--- config.mk ---
export PLATFORM = sky130hd
export DESIGN_NAME = hamming_cell_distance_top_flat
export DESIGN_NICKNAME = d
export VERILOG_FILES = /design/src/hcd_pkg.sv /design/src/hcd_if.sv /design/src/hcd_front.sv /design/src/hcd_queue.sv /design/src/hcd_back.sv /design/src/hamming_cell_distance_top.sv /design/src/flat_wrapper.sv
export SDC_FILE = /design/constraint.sdc
export NUM_CORES = 1
export LEC_CHECK = 0
export BUFFER_PORTS_ARGS = -buffer_cell sky130_fd_sc_hd__buf_2
export CAP_MARGIN = 40
export CORE_UTILIZATION = 53
export CTS_BUF_LIST = sky130_fd_sc_hd__clkbuf_2
export DETAILED_ROUTE_END_ITERATION = 8
export GPL_TIMING_DRIVEN = 0
export PLACE_DENSITY = 0.8
export REMOVE_ABC_BUFFERS = 1
export SYNTH_ARGS = -nofsm -noshare
export SYNTH_HDL_FRONTEND = slang
export SYNTH_HIERARCHICAL = 1
export SYNTH_SLANG_ARGS = --single-unit
--- constraint.sdc ---
create_clock -name clk -period 7.6 [get_ports clk]
set_input_delay 0.76 -clock clk [delete_from_list [all_inputs] [get_ports clk]]
set_output_delay 0.76 -clock clk [all_outputs]
set_load 0.005 [all_outputs]
--- src/hcd_pkg.sv ---
// Package for the cell Hamming distance block: constants, codes and types
package hcd_pkg;

	localparam int BYTES_PER_ITEM = 8;
	localparam int LANES = (BYTES_PER_ITEM > 8) ? 8 : BYTES_PER_ITEM;

	localparam int DATA_W  = 64;
	localparam int COUNT_W = 4;
	localparam int DIST_W  = 31;
	localparam int CNT_W   = 7;   // per-item count, 0..64
	localparam int CFG_W   = 3;   // widest register

	localparam logic [DIST_W-1:0] TOTAL_MAX   = {DIST_W{1'b1}};
	localparam logic [DATA_W-1:0] PAIR_MASK   = {8{8'h55}};
	localparam logic [DATA_W-1:0] NIBBLE_MASK = {8{8'h11}};

	// Register indexes
	localparam logic REG_CELL_SIZE = 1'b0;
	localparam logic REG_DIFF_MODE = 1'b1;

	// Supported cell sizes
	localparam logic [2:0] CELL_BIT    = 3'd1;
	localparam logic [2:0] CELL_PAIR   = 3'd2;
	localparam logic [2:0] CELL_NIBBLE = 3'd4;

	// Result status codes
	localparam logic STATUS_OK          = 1'b0;
	localparam logic STATUS_UNSUPPORTED = 1'b1;

	localparam int QUEUE_DEPTH = 2;
	localparam int QPTR_W      = $clog2(QUEUE_DEPTH);

	typedef struct packed {
		logic [2:0] cell_size;
		logic       diff_mode;
	} hcd_cfg_t;

	// Classified item passed from the front to the back
	typedef struct packed {
		logic [CNT_W-1:0] cnt;
		logic             supported;
		logic             last;
	} hcd_entry_t;

	// Number of set bits in one byte
	function automatic logic [3:0] byte_ones(input logic [7:0] b);
		logic [3:0] n;
		n = '0;
		for (int k = 0; k < 8; k++) begin
			n = n + {3'b000, b[k]};
		end
		return n;
	endfunction

endpackage

--- src/hcd_if.sv ---
// Item and result channel interfaces
interface hcd_item_if import hcd_pkg::*; ();
	logic               valid;
	logic               ready;
	logic [DATA_W-1:0]  operand_a;
	logic [DATA_W-1:0]  operand_b;
	logic [COUNT_W-1:0] byte_count;
	logic               last;

	modport source (output valid, operand_a, operand_b, byte_count, last, input ready);
	modport sink   (input valid, operand_a, operand_b, byte_count, last, output ready);
endinterface

interface hcd_result_if import hcd_pkg::*; ();
	logic              valid;
	logic              ready;
	logic [DIST_W-1:0] distance;
	logic              status;

	modport source (output valid, distance, status, input ready);
	modport sink   (input valid, distance, status, output ready);
endinterface

--- src/hcd_front.sv ---
// Front part: masks and combines operands, reduces cells, counts them per item
module hcd_front import hcd_pkg::*; (
	input  logic [DATA_W-1:0]  operand_a,
	input  logic [DATA_W-1:0]  operand_b,
	input  logic [COUNT_W-1:0] byte_count,
	input  logic               last,
	input  hcd_cfg_t           cfg,
	output hcd_entry_t         entry
);

	logic [DATA_W-1:0] mixed;
	logic [DATA_W-1:0] masked;
	logic [DATA_W-1:0] spread;
	logic [DATA_W-1:0] cells;
	logic              supported;
	logic [3:0]        lane_cnt [8];

	assign mixed = cfg.diff_mode ? (operand_a ^ operand_b) : operand_a;

	// Byte lanes at or above the (clamped) count are dropped
	genvar i;
	generate
		for (i = 0; i < 8; i++) begin : g_lane
			logic keep;
			assign keep = (i < LANES) && (byte_count > COUNT_W'(i));
			assign masked[8*i +: 8] = keep ? mixed[8*i +: 8] : 8'h00;
			assign lane_cnt[i] = byte_ones(cells[8*i +: 8]);
		end
	endgenerate

	assign spread = masked | (masked >> 2);

	// Fold each cell onto its low bit
	always_comb begin
		cells     = '0;
		supported = 1'b1;
		unique case (cfg.cell_size)
			CELL_BIT:    cells = masked;
			CELL_PAIR:   cells = (masked | (masked >> 1)) & PAIR_MASK;
			CELL_NIBBLE: cells = (spread | (spread >> 1)) & NIBBLE_MASK;
			default:     supported = 1'b0;
		endcase
	end

	// Adder tree over the lane counts
	logic [4:0] sum2 [4];
	logic [5:0] sum4 [2];
	always_comb begin
		for (int k = 0; k < 4; k++) begin
			sum2[k] = {1'b0, lane_cnt[2*k]} + {1'b0, lane_cnt[2*k+1]};
		end
		for (int k = 0; k < 2; k++) begin
			sum4[k] = {1'b0, sum2[2*k]} + {1'b0, sum2[2*k+1]};
		end
	end

	assign entry.cnt       = {1'b0, sum4[0]} + {1'b0, sum4[1]};
	assign entry.supported = supported;
	assign entry.last      = last;

endmodule

--- src/hcd_queue.sv ---
// Two-entry queue between front and back
module hcd_queue import hcd_pkg::*; (
	input  logic       clk,
	input  logic       arst_n,
	input  logic       push,
	input  hcd_entry_t wr_entry,
	output logic       full,
	input  logic       pop,
	output logic       not_empty,
	output hcd_entry_t rd_entry
);

	localparam int LEVEL_W = $clog2(QUEUE_DEPTH + 1);

	hcd_entry_t          slot_q [QUEUE_DEPTH];
	logic [QPTR_W-1:0]   wr_ptr_q;
	logic [QPTR_W-1:0]   rd_ptr_q;
	logic [LEVEL_W-1:0]  level_q;

	assign full      = (level_q == LEVEL_W'(QUEUE_DEPTH));
	assign not_empty = (level_q != '0);
	assign rd_entry  = slot_q[rd_ptr_q];

	// Storage
	always_ff @(posedge clk) begin
		if (push) begin
			slot_q[wr_ptr_q] <= wr_entry;
		end
	end

	// Pointers and fill level
	always_ff @(posedge clk or negedge arst_n) begin
		if (!arst_n) begin
			wr_ptr_q <= '0;
			rd_ptr_q <= '0;
			level_q  <= '0;
		end else begin
			if (push) begin
				wr_ptr_q <= (wr_ptr_q == QPTR_W'(QUEUE_DEPTH - 1)) ? '0 : wr_ptr_q + 1'b1;
			end
			if (pop) begin
				rd_ptr_q <= (rd_ptr_q == QPTR_W'(QUEUE_DEPTH - 1)) ? '0 : rd_ptr_q + 1'b1;
			end
			if (push && !pop) begin
				level_q <= level_q + 1'b1;
			end else if (pop && !push) begin
				level_q <= level_q - 1'b1;
			end
		end
	end

endmodule

--- src/hcd_back.sv ---
// Back part: saturating running total and the result output register
module hcd_back import hcd_pkg::*; (
	input  logic            clk,
	input  logic            arst_n,
	input  logic            head_valid,
	input  hcd_entry_t      head,
	output logic            pop,
	hcd_result_if.source    res
);

	logic [DIST_W-1:0] total_q;
	logic [DIST_W:0]   sum;
	logic [DIST_W-1:0] total_next;
	logic              res_valid_q;
	logic [DIST_W-1:0] distance_q;
	logic              status_q;
	logic              out_free;

	assign out_free = !res_valid_q || res.ready;
	// Non-last items never wait; a last item waits for room in the output register
	assign pop = head_valid && (!head.last || out_free);

	// Saturating add
	assign sum = {1'b0, total_q} + (DIST_W + 1)'(head.cnt);
	always_comb begin
		total_next = total_q;
		if (head.supported) begin
			total_next = sum[DIST_W] ? TOTAL_MAX : sum[DIST_W-1:0];
		end
	end

	always_ff @(posedge clk or negedge arst_n) begin
		if (!arst_n) begin
			total_q     <= '0;
			res_valid_q <= 1'b0;
		end else begin
			if (pop) begin
				total_q <= head.last ? '0 : total_next;
			end
			if (pop && head.last) begin
				res_valid_q <= 1'b1;
			end else if (res.ready) begin
				res_valid_q <= 1'b0;
			end
		end
	end

	// Result payload
	always_ff @(posedge clk) begin
		if (pop && head.last) begin
			distance_q <= head.supported ? total_next : '0;
			status_q   <= head.supported ? STATUS_OK : STATUS_UNSUPPORTED;
		end
	end

	assign res.valid    = res_valid_q;
	assign res.distance = distance_q;
	assign res.status   = status_q;

endmodule

--- src/hamming_cell_distance_top.sv ---
// Top level of the cell Hamming distance block
//
//  channel  dir  payload                                   handshake
//  vec      in   operand_a, operand_b, byte_count, last    valid/ready
//  res      out  distance, status                          valid/ready
//  cfg      in   cfg_index, cfg_wdata                      cfg_we
//
// One item per cycle sustained while the queue has room. The front counts
// an item in the cycle it is taken and writes it to a two-entry queue; the
// back totals it as it leaves the queue, and a last item sets the result.
// Reset clears the total, the queue and the output register, and sets
// cell_size to 1 and diff_mode to 1. A stalled result holds the back only
// on last items; vec.ready drops once the queue fills.
module hamming_cell_distance_top import hcd_pkg::*; (
	input  logic             clk,
	input  logic             arst_n,
	input  logic             cfg_we,
	input  logic             cfg_index,
	input  logic [CFG_W-1:0] cfg_wdata,
	hcd_item_if.sink         vec,
	hcd_result_if.source     res
);

	hcd_cfg_t   cfg_q;
	hcd_entry_t front_entry;
	hcd_entry_t head;
	logic       queue_full;
	logic       head_valid;
	logic       pop;
	logic       push;

	// Configuration registers
	always_ff @(posedge clk or negedge arst_n) begin
		if (!arst_n) begin
			cfg_q.cell_size <= CELL_BIT;
			cfg_q.diff_mode <= 1'b1;
		end else if (cfg_we) begin
			if (cfg_index == REG_CELL_SIZE) begin
				cfg_q.cell_size <= cfg_wdata;
			end else begin
				cfg_q.diff_mode <= cfg_wdata[0];
			end
		end
	end

	assign vec.ready = !queue_full;
	assign push      = vec.valid && !queue_full;

	hcd_front u_front (
		.operand_a  (vec.operand_a),
		.operand_b  (vec.operand_b),
		.byte_count (vec.byte_count),
		.last       (vec.last),
		.cfg        (cfg_q),
		.entry      (front_entry)
	);

	hcd_queue u_queue (
		.clk       (clk),
		.arst_n    (arst_n),
		.push      (push),
		.wr_entry  (front_entry),
		.full      (queue_full),
		.pop       (pop),
		.not_empty (head_valid),
		.rd_entry  (head)
	);

	hcd_back u_back (
		.clk        (clk),
		.arst_n     (arst_n),
		.head_valid (head_valid),
		.head       (head),
		.pop        (pop),
		.res        (res)
	);

endmodule

--- src/flat_wrapper.sv ---
// flat-port wrapper written by rule: the top's interface ports become plain ports
module hamming_cell_distance_top_flat import hcd_pkg::*;
  (clk, arst_n, cfg_we, cfg_index, cfg_wdata, vec_valid, vec_operand_a, vec_operand_b, vec_byte_count, vec_last, vec_ready, res_valid, res_distance, res_status, res_ready);
  hcd_item_if vec_i ();
  hcd_result_if res_i ();
  input  logic clk;
  input  logic arst_n;
  input  logic cfg_we;
  input  logic cfg_index;
  input  logic [CFG_W-1:0] cfg_wdata;
  input wire logic [$bits(vec_i.valid)-1:0] vec_valid;
  input wire logic [$bits(vec_i.operand_a)-1:0] vec_operand_a;
  input wire logic [$bits(vec_i.operand_b)-1:0] vec_operand_b;
  input wire logic [$bits(vec_i.byte_count)-1:0] vec_byte_count;
  input wire logic [$bits(vec_i.last)-1:0] vec_last;
  output wire logic [$bits(vec_i.ready)-1:0] vec_ready;
  output wire logic [$bits(res_i.valid)-1:0] res_valid;
  output wire logic [$bits(res_i.distance)-1:0] res_distance;
  output wire logic [$bits(res_i.status)-1:0] res_status;
  input wire logic [$bits(res_i.ready)-1:0] res_ready;
  assign vec_i.valid = vec_valid;
  assign vec_i.operand_a = vec_operand_a;
  assign vec_i.operand_b = vec_operand_b;
  assign vec_i.byte_count = vec_byte_count;
  assign vec_i.last = vec_last;
  assign vec_ready = vec_i.ready;
  assign res_valid = res_i.valid;
  assign res_distance = res_i.distance;
  assign res_status = res_i.status;
  assign res_i.ready = res_ready;
  hamming_cell_distance_top u_core (.clk(clk), .arst_n(arst_n), .cfg_we(cfg_we), .cfg_index(cfg_index), .cfg_wdata(cfg_wdata), .vec(vec_i), .res(res_i));
endmodule
==> flow_summary.ini <==
[floorplanning]
fp.coreArea_um2 = 17240
ios = 176
die_h_um = 134.7
die_w_um = 134.7
die-area_um2 = 18150
num_rows = 48
floorplan.initialDensity = 0.5418

[final_layout]
final_core_util = 0.6124
syn_to_final_growth_pct = 13.02
fin_cells = 1439
fillCellCount = 1528
drive_above_1_share = 0.2399
final_cell_mix = buf_2 (175), nand2_1 (146), nor2_1 (79)
layout_commonest_cell = buf_2
num-nets-final = 1428
final_cell_area_um2 = 10560

[placement]
dp_cells = 1405
placed_area_um2 = 10250
dp_worst_setup_slack_ps = -337.6
port_buffers = 175
place_hpwl_mm = 19.33
gp_congestion = 0.9403

[grt]
overflow = 0
antenna_found_initial = 1
gr-usage-all-layers = 0.2855
grt_max_degree = 59
grt_pass1_vias = 8197
grt_pass1_wl_mm = 40.74

[power_and_ir_drop]
vdd_drop_max_mv = 0.5797
power_density_nw_per_um2 = 378.0
p_total_w = 0.003990
p_leak_nw = 4.489

[setup_path]
worstPathMaxFanout = 8
cp.arrival_ps = 7610
critPathRequiredTime_ps = 7900
rr_worst_depth = 23
reg2reg_slack_ps = 290
critPathCaptureType = flop
cp-start-kind = flop
path_class = flop to flop

[synth]
postSynthAreaPerCell_um2 = 8.844
synth_cell_type_count = 90
synth_edf_count = 50
yosysSeqAreaShare = 0.2682
synth.ff_latch_count = 90
synth_area_um2 = 9339
async_flop_share = 0.4444
syn_inst = 1056
synth_flop_cell = edfxtp_1
ys.warnings.count = 6

[clock_tree]
hold_buffers = 0
htreeDepth = 3
clkSinkCount = 90
cts_buffers = 9
cts_tree = done
clockBufferDepth = 2
worstSkewPairLatency_ps = 570
clkTransAtPathRegs_ps = 250
root_buffer = clkbuf_2

[sta]
slew_violations = 0
final.period_utilization = 0.9617
layout_setup_ws_ps = 291.3
hold_viol = 0
setup_violations = 0
skew_ps = 53.03
timing.slew.headroom = 0.4005
fmax_mhz = 136.8
tightest_slew_ps = 897.4
period_minus_slack_ps = 7309

[min_path]
min_path_type = primary input to async pin

[route]
wl_per_cell_um = 18.27
first_iter_violations = 741
vias = 8813
drc = 1
viasPerCell = 6.124
drt-total-wl_mm = 26.29
ant_nets = 0
firstDrtPassIters = 7

[run_status]
status = finished with violations
violations = design-rule violations

[flow_run]
maxCapViolations = 0
==> timing repair <==
item / 4_1_cts / 5_1_grt
resized for setup: 4 / 11
hold endpoints to repair: 0 / 0
setup endpoints to repair: 6 / 6
buffers inserted: 4 / 12
pin swaps: 0 / 2
gates cloned: 0 / 1
==> registers in the layout, summed over array words and instances, names as in the netlist <==
name / flops
u_core/u_back/res.status: 1
u_core/u_queue/wr_ptr_q: 1
u_core/u_queue/level_q: 2
u_core/u_back/res.valid: 1
u_core/u_queue/rd_ptr_q: 1
u_core/u_back/res.distance: 31
u_core/u_back/total_q: 31
u_core/u_queue/slot_q: 18
u_core/cfg_q: 4
==> kinds of logic after synthesis <==
logic type               synth area share
multiplexers                      0.02050
flip-flops                         0.2682
AND/OR/NAND/NOR                    0.2260
AO/OA/AOI/OAI                      0.1783
buffers and inverters             0.06149
XOR/XNOR                          0.09673
adder cells (fa/ha/maj)            0.1487
==> worst max-delay path, cell delays in order (launching register included) <==
cell,delay [ps]
dfstp_4,700
or3b_4,490
nor2_4,160
nand2_1,90
fa_1,530
inv_1,60
fa_1,530
inv_1,50
fa_1,500
inv_1,60
fa_1,510
inv_1,50
fa_1,520
fa_1,450
fa_1,540
inv_1,50
fa_1,470
ha_1,230
fa_1,400
a21o_1,180
a21oi_2,170
nor2b_1,60
o21ai_0,160
nand2b_1,90
==> where the power goes <==
part	total (W)	internal (W)	switching, W
combinational	0.00282	0.00112	0.00170
clock	0.000209	0.0000421	0.000167
sequential	0.000962	0.000894	0.0000686
total	0.00399	0.00205	0.00194
==> cell type report <==
class	instances	area, um2	share of cell area
Multi-Input combinational cell	847	6311	0.5979
Sequential cell	90	2515	0.2383
Timing Repair Buffer	197	1117	0.1059
Tap cell	225	281.5	0.02667
Inverter	63	236.5	0.02240
Clock inverter	7	46.29	0.004386
Clock buffer	9	45.04	0.004267
Antenna cell	1	2.502	0.0002371
==> synthesized netlist by cell type (5+ instances only) <==
cell       instances  area [um2]
and4_2             6       60.06
nand2b_1           8       50.05
a21oi_1           38       190.2
and3_1             8       50.05
mux2_2             9       101.4
or2_2              5       31.28
o22ai_1           10       62.56
o21ai_0           54       270.3
dfrtp_1           38       950.9
a21o_1             6       45.04
fa_1              55        1101
nand3b_1           6       45.04
nor4_1            13       81.33
xor2_1            40       350.3
a22oi_1           13       97.59
and2_1            11       68.82
a31o_2            11       96.34
clkbuf_1          13       48.80
nor3_1            33       165.2
nor4bb_1          10       100.1
edfxtp_1          50        1501
nand2_1          146       548.0
buf_4              6       45.04
a2bb2oi_1          5       43.79
a22o_1             8       70.07
a221oi_1           6       52.55
nand4_1           17       106.4
nor2_1            82       307.8
xnor2_1           60       525.5
o31ai_1           12       90.09
o211ai_1           8       60.06
nand3_1           26       130.1
buf_2             28       140.1
a41oi_1            7       61.31
a211oi_1          17       127.6
a21bo_2            6       60.06
ha_1              23       287.8
nor2b_1            8       50.05
a31oi_1            7       43.79
inv_1             62       232.7
==> routing by layer <==
metal / GRT usage / up-vias / share of wire
met5: 0 / - / 0
met4: 0.09176 / 0 / 0.022
met3: 0.04392 / 63 / 0.089
met2: 0.4774 / 497 / 0.47
met1: 0.3795 / 4164 / 0.42
li1: - / 4089 / -
==> worst paths after layout <==
path                                                start                          end
worst min-delay path                               arst_n     u_core/u_back/total_q[4]
worst max register to register            u_core/cfg_q[1]  u_core/u_queue/slot_q[0][8]
min in group clk                                 vec_last  u_core/u_queue/slot_q[0][0]
max in group asynchronous                          arst_n    u_core/u_back/total_q[21]
worst min register to register  u_core/u_queue/level_q[1]    u_core/u_queue/level_q[1]
worst max-delay path                      u_core/cfg_q[1]  u_core/u_queue/slot_q[0][8]
==> through the flow <==
step | setup TNS (ps) | hold slack [ps]
after global routing | -10.91 | 146.6
after CTS | 0 | 133.9
final | 0 | 150.6
after detailed placement | -1225 | 480.4
after floorplan | -257.5 | 449.3
after global placement | -5525 | 469.3
Note: power is estimated with default switching activity, not from simulation.
